--- src/gcm_pkg.sv ---
// ----------------------------------------------------------------------------
// gcm_pkg
// Shared types and constants of the gradient colour map: stop packing,
// register indexes, pipeline geometry and the segment record passed from
// the segment search to the channel interpolators.
// ----------------------------------------------------------------------------
package gcm_pkg;

  localparam int MAX_STOPS   = 7;
  localparam int STOP_IDX_W  = $clog2(MAX_STOPS);
  localparam int COUNT_W     = 3;
  localparam int POS_W       = 8;
  localparam int CHAN_W      = 8;
  localparam int NUM_CHANS   = 4;
  localparam int COLOUR_W    = CHAN_W * NUM_CHANS;
  localparam int STOP_W      = POS_W + COLOUR_W;
  localparam int CFG_IDX_W   = 3;

  // Divider: one quotient bit per step, a few steps per register stage.
  localparam int NUM_W          = 2 * CHAN_W;
  localparam int QUO_W          = CHAN_W;
  localparam int BITS_PER_STAGE = 2;
  localparam int DIV_STAGES     = QUO_W / BITS_PER_STAGE;

  // Segment register, product register, divider stages, output register.
  localparam int PIPE_DEPTH = 1 + 1 + DIV_STAGES + 1;

  localparam logic [COUNT_W-1:0] MIN_COUNT = COUNT_W'(2);
  localparam logic [COUNT_W-1:0] MAX_COUNT = COUNT_W'(MAX_STOPS);

  typedef logic [COLOUR_W-1:0] colour_t;

  typedef struct packed {
    logic [POS_W-1:0] pos;
    colour_t          colour;
  } stop_t;

  typedef enum logic [CFG_IDX_W-1:0] {
    CFG_STOP_COUNT = 3'd0,
    CFG_STOP_0     = 3'd1,
    CFG_STOP_1     = 3'd2,
    CFG_STOP_2     = 3'd3,
    CFG_STOP_3     = 3'd4,
    CFG_STOP_4     = 3'd5,
    CFG_STOP_5     = 3'd6,
    CFG_STOP_6     = 3'd7
  } cfg_idx_t;

  localparam stop_t STOP0_RESET = '{pos: 8'h00, colour: 32'hFF00_0000};
  localparam stop_t STOP1_RESET = '{pos: 8'hFF, colour: 32'hFFFF_FFFF};
  localparam stop_t STOPN_RESET = '{pos: 8'h00, colour: 32'h0000_0000};

  // Selected segment: offset into it, its width (never zero), end colours.
  typedef struct packed {
    logic [POS_W-1:0] d;
    logic [POS_W-1:0] w;
    colour_t          c1;
    colour_t          c2;
  } seg_t;

endpackage

--- src/gcm_level_if.sv ---
// ----------------------------------------------------------------------------
// gcm_level_if
// Input channel of the gradient colour map: one 8-bit level per beat.
// ----------------------------------------------------------------------------
interface gcm_level_if;
  import gcm_pkg::*;

  logic             valid;
  logic             ready;
  logic [POS_W-1:0] level;

  modport source (output valid, output level, input ready);
  modport sink   (input valid, input level, output ready);
endinterface

--- src/gcm_colour_if.sv ---
// ----------------------------------------------------------------------------
// gcm_colour_if
// Result channel of the gradient colour map: one RGBA colour per beat.
// ----------------------------------------------------------------------------
interface gcm_colour_if;
  import gcm_pkg::*;

  logic              valid;
  logic              ready;
  logic [CHAN_W-1:0] red;
  logic [CHAN_W-1:0] green;
  logic [CHAN_W-1:0] blue;
  logic [CHAN_W-1:0] alpha;

  modport source (output valid, output red, output green, output blue, output alpha,
                  input ready);
  modport sink   (input valid, input red, input green, input blue, input alpha,
                  output ready);
endinterface

--- src/gradient_colour_map.sv ---
// ----------------------------------------------------------------------------
// gradient_colour_map
// Maps an 8-bit level to an RGBA colour from a piecewise-linear gradient of
// up to seven configured stops.
// ----------------------------------------------------------------------------
// The block takes one level beat per clock unless a finished beat is held
// at the output, and returns one colour beat per level, in order, through
// one stage for the segment search, one for the product, four for the
// divider that produces two quotient bits each, and one output register;
// the fully pipelined divider keeps that rate. A stall on the result side
// holds the whole pipeline: in_if.ready follows out_if.ready whenever a
// result is waiting, and nothing is lost or repeated. The level picks the
// first segment whose two stop positions enclose it; a level outside every
// segment gets the colour of the last active stop, and a zero-width segment
// gives its first colour. Write the stop count and stops only while the
// block is idle; positions should ascend, but are used as written.
// ----------------------------------------------------------------------------
module gradient_colour_map
  import gcm_pkg::*;
(
  input  logic                 clk,
  input  logic                 rst_n,
  gcm_level_if.sink            in_if,
  gcm_colour_if.source         out_if,
  input  logic                 cfg_wr_en,
  input  logic [CFG_IDX_W-1:0] cfg_index,
  input  logic [STOP_W-1:0]    cfg_wdata
);

  logic [COUNT_W-1:0]     stop_count;
  stop_t [MAX_STOPS-1:0]  stops;
  seg_t                   seg;
  logic [CHAN_W-1:0]      chan [NUM_CHANS];
  logic                   advance;
  logic [PIPE_DEPTH-1:0]  vld_r;
  logic [PIPE_DEPTH-1:0]  vld_nxt;

  gcm_cfg_regs u_cfg (
    .clk        (clk),
    .rst_n      (rst_n),
    .cfg_wr_en  (cfg_wr_en),
    .cfg_index  (cfg_index),
    .cfg_wdata  (cfg_wdata),
    .stop_count (stop_count),
    .stops      (stops)
  );

  // Advance every stage together unless a finished beat waits at the output.
  assign advance     = !vld_r[PIPE_DEPTH-1] || out_if.ready;
  assign in_if.ready = advance;

  // Valid bits ride alongside the data stages.
  assign vld_nxt = {vld_r[PIPE_DEPTH-2:0], in_if.valid};

  always_ff @(posedge clk) begin
    if (!rst_n) begin
      vld_r <= '0;
    end else if (advance) begin
      vld_r <= vld_nxt;
    end
  end

  gcm_seg_sel u_seg (
    .clk        (clk),
    .en         (advance),
    .level      (in_if.level),
    .stop_count (stop_count),
    .stops      (stops),
    .seg        (seg)
  );

  // One interpolator per channel, R in the low byte up to A in the high byte.
  for (genvar c = 0; c < NUM_CHANS; c++) begin : g_chan
    gcm_lerp_chan u_lerp (
      .clk  (clk),
      .en   (advance),
      .d    (seg.d),
      .w    (seg.w),
      .c1   (seg.c1[c*CHAN_W +: CHAN_W]),
      .c2   (seg.c2[c*CHAN_W +: CHAN_W]),
      .chan (chan[c])
    );
  end

  assign out_if.valid = vld_r[PIPE_DEPTH-1];
  assign out_if.red   = chan[0];
  assign out_if.green = chan[1];
  assign out_if.blue  = chan[2];
  assign out_if.alpha = chan[3];

endmodule

--- src/gcm_cfg_regs.sv ---
// ----------------------------------------------------------------------------
// gcm_cfg_regs
// Stop count and stop registers, written through the plain write port.
// ----------------------------------------------------------------------------
module gcm_cfg_regs
  import gcm_pkg::*;
(
  input  logic                       clk,
  input  logic                       rst_n,
  input  logic                       cfg_wr_en,
  input  logic [CFG_IDX_W-1:0]       cfg_index,
  input  logic [STOP_W-1:0]          cfg_wdata,
  output logic [COUNT_W-1:0]         stop_count,
  output stop_t [MAX_STOPS-1:0]      stops
);

  logic [COUNT_W-1:0]    count_r;
  stop_t [MAX_STOPS-1:0] stops_r;
  logic [STOP_IDX_W-1:0] wr_slot;

  assign wr_slot = STOP_IDX_W'(cfg_index - CFG_STOP_0);

  always_ff @(posedge clk) begin
    if (!rst_n) begin
      count_r <= MIN_COUNT;
      for (int k = 0; k < MAX_STOPS; k++) begin
        stops_r[k] <= (k == 0) ? STOP0_RESET :
                      (k == 1) ? STOP1_RESET : STOPN_RESET;
      end
    end else if (cfg_wr_en) begin
      if (cfg_index == CFG_STOP_COUNT) begin
        count_r <= cfg_wdata[COUNT_W-1:0];
      end else begin
        stops_r[wr_slot] <= cfg_wdata;
      end
    end
  end

  assign stop_count = count_r;
  assign stops      = stops_r;

endmodule

--- src/gcm_seg_sel.sv ---
// ----------------------------------------------------------------------------
// gcm_seg_sel
// First pipeline stage: find the first enclosing segment for the level and
// register its offset, width and end colours.
// ----------------------------------------------------------------------------
module gcm_seg_sel
  import gcm_pkg::*;
(
  input  logic                  clk,
  input  logic                  en,
  input  logic [POS_W-1:0]      level,
  input  logic [COUNT_W-1:0]    stop_count,
  input  stop_t [MAX_STOPS-1:0] stops,
  output seg_t                  seg
);

  logic [COUNT_W-1:0]    n_eff;
  logic [STOP_IDX_W-1:0] last_idx;
  logic [STOP_IDX_W-1:0] hit_idx;
  logic [STOP_IDX_W-1:0] hit_nxt_idx;
  logic                  found;
  logic [POS_W-1:0]      w_raw;
  seg_t                  seg_nxt;
  seg_t                  seg_r;

  // Clamp the stop count into the legal range.
  always_comb begin
    priority if (stop_count < MIN_COUNT) begin
      n_eff = MIN_COUNT;
    end else if (stop_count > MAX_COUNT) begin
      n_eff = MAX_COUNT;
    end else begin
      n_eff = stop_count;
    end
  end

  assign last_idx = STOP_IDX_W'(n_eff - COUNT_W'(1));

  // First match wins.
  always_comb begin
    found   = 1'b0;
    hit_idx = '0;
    for (int i = 0; i < MAX_STOPS - 1; i++) begin
      if (!found && (COUNT_W'(i + 1) < n_eff) &&
          (level >= stops[i].pos) && (level <= stops[i+1].pos)) begin
        found   = 1'b1;
        hit_idx = STOP_IDX_W'(i);
      end
    end
  end

  assign hit_nxt_idx = hit_idx + STOP_IDX_W'(1);
  assign w_raw       = stops[hit_nxt_idx].pos - stops[hit_idx].pos;

  // No match: hold the last stop's colour with a zero offset.
  // Zero-width segment: the offset is zero too, so any nonzero width will do.
  always_comb begin
    if (found) begin
      seg_nxt.d  = level - stops[hit_idx].pos;
      seg_nxt.w  = (w_raw == '0) ? POS_W'(1) : w_raw;
      seg_nxt.c1 = stops[hit_idx].colour;
      seg_nxt.c2 = stops[hit_nxt_idx].colour;
    end else begin
      seg_nxt.d  = '0;
      seg_nxt.w  = POS_W'(1);
      seg_nxt.c1 = stops[last_idx].colour;
      seg_nxt.c2 = stops[last_idx].colour;
    end
  end

  always_ff @(posedge clk) begin
    if (en) begin
      seg_r <= seg_nxt;
    end
  end

  assign seg = seg_r;

endmodule

--- src/gcm_lerp_chan.sv ---
// ----------------------------------------------------------------------------
// gcm_lerp_chan
// One colour channel: product stage, pipelined restoring divider and the
// floor correction, c1 + floor(d * (c2 - c1) / w).
// ----------------------------------------------------------------------------
module gcm_lerp_chan
  import gcm_pkg::*;
(
  input  logic              clk,
  input  logic              en,
  input  logic [POS_W-1:0]  d,
  input  logic [POS_W-1:0]  w,
  input  logic [CHAN_W-1:0] c1,
  input  logic [CHAN_W-1:0] c2,
  output logic [CHAN_W-1:0] chan
);

  // Index 0 is the product register, index k+1 follows divider stage k.
  logic [NUM_W-1:0]  rem_r [DIV_STAGES+1];
  logic [QUO_W-1:0]  quo_r [DIV_STAGES+1];
  logic [POS_W-1:0]  w_r   [DIV_STAGES+1];
  logic [CHAN_W-1:0] c1_r  [DIV_STAGES+1];
  logic              neg_r [DIV_STAGES+1];

  logic              neg;
  logic [CHAN_W-1:0] mag;
  logic [CHAN_W+1:0] sum;
  logic [CHAN_W-1:0] chan_r;

  // Product stage: magnitude of the colour step times the offset.
  assign neg = (c2 < c1);
  assign mag = neg ? (c1 - c2) : (c2 - c1);

  always_ff @(posedge clk) begin
    if (en) begin
      rem_r[0] <= NUM_W'(d) * NUM_W'(mag);
      quo_r[0] <= '0;
      w_r[0]   <= w;
      c1_r[0]  <= c1;
      neg_r[0] <= neg;
    end
  end

  for (genvar k = 0; k < DIV_STAGES; k++) begin : g_div
    logic [NUM_W-1:0] rem_nxt;
    logic [QUO_W-1:0] quo_nxt;

    always_comb begin
      logic [NUM_W-1:0] sub;
      rem_nxt = rem_r[k];
      quo_nxt = quo_r[k];
      for (int j = 0; j < BITS_PER_STAGE; j++) begin
        sub = NUM_W'(w_r[k]) << (QUO_W - 1 - k * BITS_PER_STAGE - j);
        if (rem_nxt >= sub) begin
          rem_nxt = rem_nxt - sub;
          quo_nxt[QUO_W - 1 - k * BITS_PER_STAGE - j] = 1'b1;
        end
      end
    end

    always_ff @(posedge clk) begin
      if (en) begin
        rem_r[k+1] <= rem_nxt;
        quo_r[k+1] <= quo_nxt;
        w_r[k+1]   <= w_r[k];
        c1_r[k+1]  <= c1_r[k];
        neg_r[k+1] <= neg_r[k];
      end
    end
  end

  // Floor toward minus infinity: a falling step with a remainder takes one more.
  always_comb begin
    if (neg_r[DIV_STAGES]) begin
      sum = (CHAN_W+2)'(c1_r[DIV_STAGES]) - (CHAN_W+2)'(quo_r[DIV_STAGES])
            - (CHAN_W+2)'(rem_r[DIV_STAGES] != '0);
    end else begin
      sum = (CHAN_W+2)'(c1_r[DIV_STAGES]) + (CHAN_W+2)'(quo_r[DIV_STAGES]);
    end
  end

  always_ff @(posedge clk) begin
    if (en) begin
      chan_r <= sum[CHAN_W-1:0];
    end
  end

  assign chan = chan_r;

endmodule

--- src/flat_wrapper.sv ---
// flat-port wrapper written by rule: the top's interface ports become plain ports
module gradient_colour_map_flat import gcm_pkg::*;
  (clk, rst_n, cfg_wr_en, cfg_index, cfg_wdata, in_if_valid, in_if_level, in_if_ready, out_if_valid, out_if_red, out_if_green, out_if_blue, out_if_alpha, out_if_ready);
  gcm_level_if in_if_i ();
  gcm_colour_if out_if_i ();
  input  logic clk;
  input  logic rst_n;
  input  logic cfg_wr_en;
  input  logic [CFG_IDX_W-1:0] cfg_index;
  input  logic [STOP_W-1:0] cfg_wdata;
  input wire logic [$bits(in_if_i.valid)-1:0] in_if_valid;
  input wire logic [$bits(in_if_i.level)-1:0] in_if_level;
  output wire logic [$bits(in_if_i.ready)-1:0] in_if_ready;
  output wire logic [$bits(out_if_i.valid)-1:0] out_if_valid;
  output wire logic [$bits(out_if_i.red)-1:0] out_if_red;
  output wire logic [$bits(out_if_i.green)-1:0] out_if_green;
  output wire logic [$bits(out_if_i.blue)-1:0] out_if_blue;
  output wire logic [$bits(out_if_i.alpha)-1:0] out_if_alpha;
  input wire logic [$bits(out_if_i.ready)-1:0] out_if_ready;
  assign in_if_i.valid = in_if_valid;
  assign in_if_i.level = in_if_level;
  assign in_if_ready = in_if_i.ready;
  assign out_if_valid = out_if_i.valid;
  assign out_if_red = out_if_i.red;
  assign out_if_green = out_if_i.green;
  assign out_if_blue = out_if_i.blue;
  assign out_if_alpha = out_if_i.alpha;
  assign out_if_i.ready = out_if_ready;
  gradient_colour_map u_core (.clk(clk), .rst_n(rst_n), .in_if(in_if_i), .out_if(out_if_i), .cfg_wr_en(cfg_wr_en), .cfg_index(cfg_index), .cfg_wdata(cfg_wdata));
endmodule
--- config.mk ---
export PLATFORM = sky130hd
export DESIGN_NAME = gradient_colour_map_flat
export DESIGN_NICKNAME = d
export VERILOG_FILES = /design/src/gcm_pkg.sv /design/src/gcm_level_if.sv /design/src/gcm_colour_if.sv /design/src/gradient_colour_map.sv /design/src/gcm_cfg_regs.sv /design/src/gcm_seg_sel.sv /design/src/gcm_lerp_chan.sv /design/src/flat_wrapper.sv
export SDC_FILE = /design/constraint.sdc
export NUM_CORES = 2
export LEC_CHECK = 0
export CAP_MARGIN = 10
export CORE_UTILIZATION = 47
export DETAILED_ROUTE_END_ITERATION = 12
export DONT_BUFFER_PORTS = 1
export GPL_ROUTABILITY_DRIVEN = 0
export PLACE_DENSITY_LB_ADDON = 0.15
export SETUP_SLACK_MARGIN = 0.5
export SLEW_MARGIN = 15
export SYNTH_ARGS = -nofsm -noshare
export SYNTH_HDL_FRONTEND = slang
export SYNTH_SLANG_ARGS = --single-unit
--- constraint.sdc ---
create_clock -name clk -period 24.6 [get_ports clk]
set_clock_uncertainty 0.2 [all_clocks]
set_input_delay 2.46 -clock clk [delete_from_list [all_inputs] [get_ports clk]]
set_output_delay 2.46 -clock clk [all_outputs]
set_load 0.05 [all_outputs]
-- Word level (Yosys, flattened, before mapping)
Memories as Yosys holds them, arrays and structs flattened.
Index checks and enable logic that the tools add are counted.
- bits in registers: 402
- input bits: 56
- memories kept: 20
- output and inout port bits: 34
- logic and storage cells: 299
- memory bits (writable): 820
- reductions and logical operators: 34
- $mul: 4
- bitwise logic cells: 2
- add/subtract/negate cells: 57
- mux-type cells: 97
- magnitude comparators: 61
- memory list (memory ; depth ; bits a word ; rd ports ; clocked after Yosys merged registers in ; wr ports ; RTL line ; text):
    u_core.g_chan[0].u_lerp.rem_r ; 5 ; 16 ; 5 ; 0 ; 5 ; gcm_lerp_chan.sv:19 ; logic [NUM_W-1:0] rem_r [DIV_STAGES+1];
    u_core.g_chan[1].u_lerp.rem_r ; 5 ; 16 ; 5 ; 0 ; 5 ; gcm_lerp_chan.sv:19 ;
    u_core.g_chan[2].u_lerp.rem_r ; 5 ; 16 ; 5 ; 0 ; 5 ; gcm_lerp_chan.sv:19 ;
    u_core.g_chan[3].u_lerp.rem_r ; 5 ; 16 ; 5 ; 0 ; 5 ; gcm_lerp_chan.sv:19 ;
    u_core.g_chan[0].u_lerp.c1_r ; 5 ; 8 ; 5 ; 0 ; 5 ; gcm_lerp_chan.sv:22 ; logic [CHAN_W-1:0] c1_r [DIV_STAGES+1];
    u_core.g_chan[0].u_lerp.quo_r ; 5 ; 8 ; 5 ; 0 ; 5 ; gcm_lerp_chan.sv:20 ; logic [QUO_W-1:0] quo_r [DIV_STAGES+1];
    14 more memories ; -- ; -- ; -- ; -- ; -- ; -- ;
- operators with widths (cell ; count):
    16-bit 2-to-1 mux ; 32
    40-bit binary-select mux with 3-bit select ; 3
    280-bit bitwise mux ; 1
    40-bit demux with 3-bit select ; 1
    40-bit 2-to-1 mux ; 3
    8-bit subtractor ; 14
    16-bit by 10-bit >= comparator with 1-bit output ; 4
    16-bit by 11-bit >= comparator with 1-bit output ; 4
    16-bit by 12-bit >= comparator with 1-bit output ; 4
    16-bit by 13-bit >= comparator with 1-bit output ; 4
    16-bit by 14-bit >= comparator with 1-bit output ; 4
    16-bit by 15-bit >= comparator with 1-bit output ; 4
    16-bit by 8-bit >= comparator with 1-bit output ; 4
    16-bit by 9-bit >= comparator with 1-bit output ; 4
    8-bit by 8-bit multiplier with 16-bit output ; 4
    64-bit 2-to-1 mux ; 1
    8-bit 2-to-1 mux ; 8
    16-bit nonzero test ; 4
    16-bit by 10-bit subtractor with 16-bit output ; 4
    16-bit by 11-bit subtractor with 16-bit output ; 4
    16-bit by 12-bit subtractor with 16-bit output ; 4
    16-bit by 13-bit subtractor with 16-bit output ; 4
    16-bit by 14-bit subtractor with 16-bit output ; 4
    16-bit by 15-bit subtractor with 16-bit output ; 4
    27 further kinds ; 128

-- Logic depth before layout (Yosys ltp)
- depth after elaboration: 38
- gate-level depth with buffers: 38
- mapped depth without buffers: 38

-- Cells and area by module
From an unflattened synthesis, not the netlist that was laid out.
- cell total of the unflattened synthesis: 7457
- area total of the unflattened synthesis: 76173.1 um2
- modules (own cells, without submodules) (module ; cells an instance ; instances ; area each (um2)):
    gcm_lerp_chan (u_core.g_chan[1].u_lerp) ; 1245 ; 1 ; 13650.6
    gcm_lerp_chan (u_core.g_chan[0].u_lerp) ; 1282 ; 1 ; 13524.2
    gcm_lerp_chan (u_core.g_chan[2].u_lerp) ; 1247 ; 1 ; 13503.0
    gcm_lerp_chan (u_core.g_chan[3].u_lerp) ; 1251 ; 1 ; 13405.4
    gcm_seg_sel ; 1378 ; 1 ; 11328.4
    gcm_cfg_regs ; 1029 ; 1 ; 10493.8
    gradient_colour_map ; 25 ; 1 ; 267.8

-- Least setup slack after synthesis
OpenSTA, ideal clock, no wires.
- path kind: input port to output port
- start: input out_if_ready
- end: output in_if_ready
- path buffers: 1
- data arrival time: 16917 ps
- stages: 3
- data required time: 21940 ps
- setup slack: 5023 ps
- path through: nor2b_1 -> clkbuf_1 -> inv_1
- cells in the longest elaborated chain, start to end: 1
- ends and longest elaborated chain (item ; RTL line ; text):
    start, declared ; flat_wrapper.sv:19 ; input wire logic [$bits(out_if_i.ready)-1:0] out_if_ready;
    1-bit logical OR ; gradient_colour_map.sv:49 ; assign advance = !vld_r[PIPE_DEPTH-1] || out_if.ready;
    end, declared ; flat_wrapper.sv:13 ; output wire logic [$bits(in_if_i.ready)-1:0] in_if_ready;
Every way passes these cells.

-- Worst setup path in the final report
- start: input in_if_level[0]
- end: register u_core.u_seg.seg_r (netlist bit u_core.u_seg.seg[64]) (data pin)
- cells in the longest elaborated chain, start to end: 35
- elaborated cells between the ends (all ways): 54
- ends and longest elaborated chain (item ; RTL line ; text):
    start, declared ; flat_wrapper.sv:12 ; input wire logic [$bits(in_if_i.level)-1:0] in_if_level;
    8-bit >= comparator ; gcm_seg_sel.sv:45 ; (level >= stops[i].pos) && (level <= stops[i+1].pos)) begin
    1-bit logical AND ; gcm_seg_sel.sv:44 ; if (!found && (COUNT_W'(i + 1) < n_eff) &&
    1-bit logical AND ; gcm_seg_sel.sv:45 ;
    1-bit 2-to-1 mux ; gcm_seg_sel.sv:44 ;
    1-bit zero test ; gcm_seg_sel.sv:44 ;
    1-bit logical AND (2 in series) ; gcm_seg_sel.sv:44 ;
    1-bit logical AND ; gcm_seg_sel.sv:45 ;
    1-bit 2-to-1 mux ; gcm_seg_sel.sv:44 ;
    (+18 left out) ; -- ;
    1-bit logical AND ; gcm_seg_sel.sv:45 ;
    3-bit 2-to-1 mux ; gcm_seg_sel.sv:44 ;
    3-bit by 1-bit adder with 3-bit output ; gcm_seg_sel.sv:52 ; assign hit_nxt_idx = hit_idx + STOP_IDX_W'(1);
    40-bit binary-select mux with 3-bit select ; gcm_seg_sel.sv:53 ; assign w_raw = stops[hit_nxt_idx].pos - stops[hit_idx].pos;
    40-bit 2-to-1 mux ; -- ;
    8-bit subtractor ; gcm_seg_sel.sv:53 ;
    8-bit zero test ; gcm_seg_sel.sv:60 ; seg_nxt.w = (w_raw == '0) ? POS_W'(1) : w_raw;
    2-bit OR reduction (no line) ; -- ;
    end signal, assigned ; gcm_seg_sel.sv:73 ; seg_r <= seg_nxt;
    end, declared ; gcm_seg_sel.sv:24 ; seg_t seg_r;
Several ways; a longest one is shown, not always the timed one. The select of a mux whose other input is x is not followed.
A chain may end at the register's enable or synchronous reset.

==> impl_metrics.csv <==
group,metric,value,unit
run_status,status,"complete, no violations",
worst_setup_path,endpoint_kind,"register",
logic_synthesis,synth_edf_count,724,
route,ant_nets,0,
global_route,overflow,0,
min_path,holdCritStartpoint,"u_core.g_chan[1].u_lerp.c1_r[0][15]$_DFFE_PP_",
logic_synthesis,seq_area_frac_synth,39.2,%
worst_setup_path,critPathLaunchType,"input port",
timing,finalSetupViolations,0,
min_path,worstHoldPathType,"register to register",
timing,clock.fmax,112,MHz
route,vias,51061,
logic_synthesis,synth_cell_type_count,96,
final_layout,final_cell_mix,"nand2_1 (1212), edfxtp_1 (724), inv_1 (645), ha_1 (608), o21ai_0 (366)",
timing,rsz0062_at_grt,"false",
min_path,min_path_cells,0,
timing,whs,0.210,ns
global_route,grt_pass1_vias,49680,
clock_tree,cts_resized,0,
global_route,antenna_found_initial,6,
worst_setup_path,r2r_start,"u_core.u_seg.seg[24]$_DFFE_PP_",
pwr,p_int,6.96,mW
timing,slew_viol_final,0,
worst_setup_path,cp.required,24.88,ns
min_path,worst_hold_path.endpoint,"u_core.g_chan[1].u_lerp.c1_r[0][23]$_DFFE_PP_",
clock_tree,clock_path_buffers,3,
logic_synthesis,syn_area_per_cell,9.65,sq um
worst_setup_path,crit_path_start,"in_if_level[0]",
logic_synthesis,syn-num-nets,8152,
logic_synthesis,async_flop_share,0,%
pwr,switching_share,41.7,%
floorplanning,placeableCoreArea,148000,sq um
logic_synthesis,yosys_warnings,0,
floorplanning,start_util,47.5,%
logic_synthesis,synthFlopType,"edfxtp_1",
route,drtIter0Drc,3217,
logic_synthesis,netlist_area,70400,sq um
route,vias_per_cell,5.54,
run,drv_cap,0,
timing,fin_crit,8.94,ns
pwr,ir_drop,0.000107,V
logic_synthesis,synthCells,7289,
worst_setup_path,path_class,"input port to register",
route,finalWirelength,176000,um
route,drc,0,
timing,worst_pin_slew,1.15,ns
final_layout,final_common_cell,"nand2_1",
clock_tree,clock_latency,0.75,ns
final_layout,nNetsFinal,8054,
worst_setup_path,ff2ff_setup_slack,16.11,ns
timing,tns,0,ns
clock_tree,cts_root_buf,"clkbuf_16",
worst_setup_path,crit_fanout,51,
worst_setup_path,r2r-end,"u_core.g_chan[3].u_lerp.rem_r[0][15]$_DFFE_PP_",
pwr,p_seq_share,26.4,%
clock_tree,cts_max_level,3,
floorplanning,rows,141,
floorplanning,die_h,389,um
placed_design,hpwl,125000,um
clock_tree,clkTransAtPathRegs,0.06,ns
route,drt_pre_antenna_iters,5,
pwr,cellLeakagePower,31.2,nW
timing,slew_headroom,22.8,%
floorplanning,num_io_pins,90,
clock_tree,postCtsSetupBuffers,0,
global_route,grt_max_degree,291,
clock_tree,postCtsHoldBufs,0,
final_layout,drive_above_1_share,6.38,%
worst_setup_path,arrival,9.22,ns
route,wl_per_cell,19.1,um
pwr,combPwrFrac,58.4,%
pwr,power.density,156,nW/um^2
placed_design,port_buffers,0,
clock_tree,cts_tree,"yes",
worst_setup_path,worstRegToRegCells,35,
final_layout,nFillCells,13588,
floorplanning,die_x,389,um
global_route,track_usage,23.1,%
final_layout,syn_to_final_growth,8.55,%
timing,layout_worst_path_cycle_share,36.4,%
floorplanning,dieArea,151000,sq um
clock_tree,cts.sinks,1014,
pwr,power_switching,4.98,mW
timing,hold_viol_final,0,
global_route,grt_pass1_wl,276000,um
pwr,clkPwrFrac,15.1,%
clock_tree,cts_made_buffers,115,
logic_synthesis,ys_ff_latch,1014,
[synthesized netlist by cell type (10+ instances only)]
cell | n | area, sq um
nand2_1 | 1214 | 4560
edfxtp_1 | 724 | 21700
inv_1 | 647 | 2430
ha_1 | 611 | 7640
o21ai_0 | 366 | 1830
nor2_1 | 364 | 1370
a21oi_1 | 350 | 1750
dfxtp_1 | 290 | 5810
a21boi_0 | 272 | 2040
xnor2_1 | 256 | 2240
clkbuf_1 | 239 | 897
fa_1 | 196 | 3920
mux2i_1 | 169 | 1690
nor2b_1 | 143 | 895
and2_1 | 133 | 832
nand2b_1 | 127 | 795
a21o_1 | 110 | 826
nand3_1 | 107 | 536
xor2_1 | 90 | 788
nand4_1 | 76 | 475
mux4_2 | 72 | 1620
mux2_2 | 67 | 754
o211ai_1 | 57 | 428
o21bai_1 | 57 | 428
nor3_1 | 48 | 240
nor4_1 | 45 | 282
a31oi_1 | 41 | 257
o31ai_1 | 36 | 270
a22oi_1 | 32 | 240
a211oi_1 | 30 | 225
buf_1 | 29 | 109
o21a_1 | 24 | 180
or3_1 | 23 | 144
nand3b_1 | 20 | 150
or2_2 | 20 | 125
a221oi_1 | 17 | 149
and3_1 | 11 | 68.8
o31a_1 | 11 | 96.3
buf_2 | 10 | 50.1
[power by group through the flow]
stage	registers (mW)	logic [mW]	clock network, mW
final	3.16	6.98	1.81
after global routing	3.21	8.00	1.91
after CTS	3.16	7.04	1.85
after detailed placement	3.19	6.98	0
after global placement	3.18	6.86	0
after floorplan	3.04	5.62	0
[flip-flops by register name (all words and copies together) (netlist names), 7 cells and up]
signal / flops
u_core.g_chan.u_lerp.quo_r: 80
u_core.g_chan.u_lerp.w_r: 32
u_core.g_chan.u_lerp.chan: 32
u_core.g_chan.u_lerp.rem_r: 320
u_core.u_seg.seg: 80
u_core.g_chan.u_lerp.neg_r: 20
u_core.vld_r: 7
u_core.g_chan.u_lerp.c1_r: 160
u_core.u_cfg.stops: 280
[worst max-delay path by stage]
| stage | endpoint | depth (start not counted) |
|---|---|---|
| finish | u_core.u_seg.seg[64]$_SDFFCE_PP1P_ | 20 |
| global route | u_core.g_chan[3].u_lerp.rem_r[0][15]$_DFFE_PP_ | 35 |
| CTS | u_core.u_seg.seg[64]$_SDFFCE_PP1P_ | 20 |
| detailed placement | u_core.u_seg.seg[64]$_SDFFCE_PP1P_ | 20 |
| global placement | u_core.u_seg.seg[64]$_SDFFCE_PP1P_ | 20 |
| floorplan | in_if_ready | 3 |
[final cells by class]
class	instances	area [sq um]	area share (%)
tap	1930	2410	3.16
timing repair buffer	65	500	0.655
sequential	1014	27500	36.1
inverter	653	2460	3.23
antenna	1	2.50	0.00328
clock buffer	151	3150	4.12
multi-input combinational	5342	39400	51.6
clock inverter	65	881	1.15
[logic make-up after synthesis]
logic type	after synthesis	share of synthesized area, %
compound gates	1493	13.7
mux	308	5.78
xor+xnor	347	4.33
flops	1014	39.2
simple gates	2387	15.6
buf+inv	933	5.01
fa+ha+maj	807	16.4
[through the flow]
step / power [mW] / area, sq um / worst slack, ns / utilization [%] / instances
2_1_floorplan: 8.67 / 70400 / 5.02 / - / 7289
3_3_place_gp: 10.0 / 72300 / 15.10 / 48.8 / 9004
3_5_place_dp: 10.2 / 72300 / 15.00 / 48.8 / 9004
4_1_cts: 12.0 / 76400 / 15.77 / 51.5 / 9220
5_1_grt: 13.1 / 76400 / 15.42 / 51.5 / 9220
6_report: 11.9 / 76400 / 15.66 / 51.5 / 9221
[layer usage]
metal | share of wire [%] | global-route usage [%]
met1 | 44 | 29.7
met2 | 48 | 39.6
met3 | 5.3 | 3.52
met4 | 3.3 | 7.72
met5 | 0.014 | 0
[critical path, stage by stage]
cell       delay [ns]
inv_1            0.30
ha_1             0.30
and4_1           0.18
and3_1           0.19
o32ai_2          0.47
o22ai_2          0.26
a22oi_4          0.23
buf_4            0.51
inv_6            0.30
ha_4             0.71
buf_4            0.84
mux4_2           0.59
nor2_1           0.10
a21oi_1          0.07
ha_1             0.39
o21a_1           0.15
a2111oi_2        0.42
nor3_1           0.12
o2111a_1         0.27
a31o_1           0.22
Note: power is estimated with default switching activity, not from simulation.
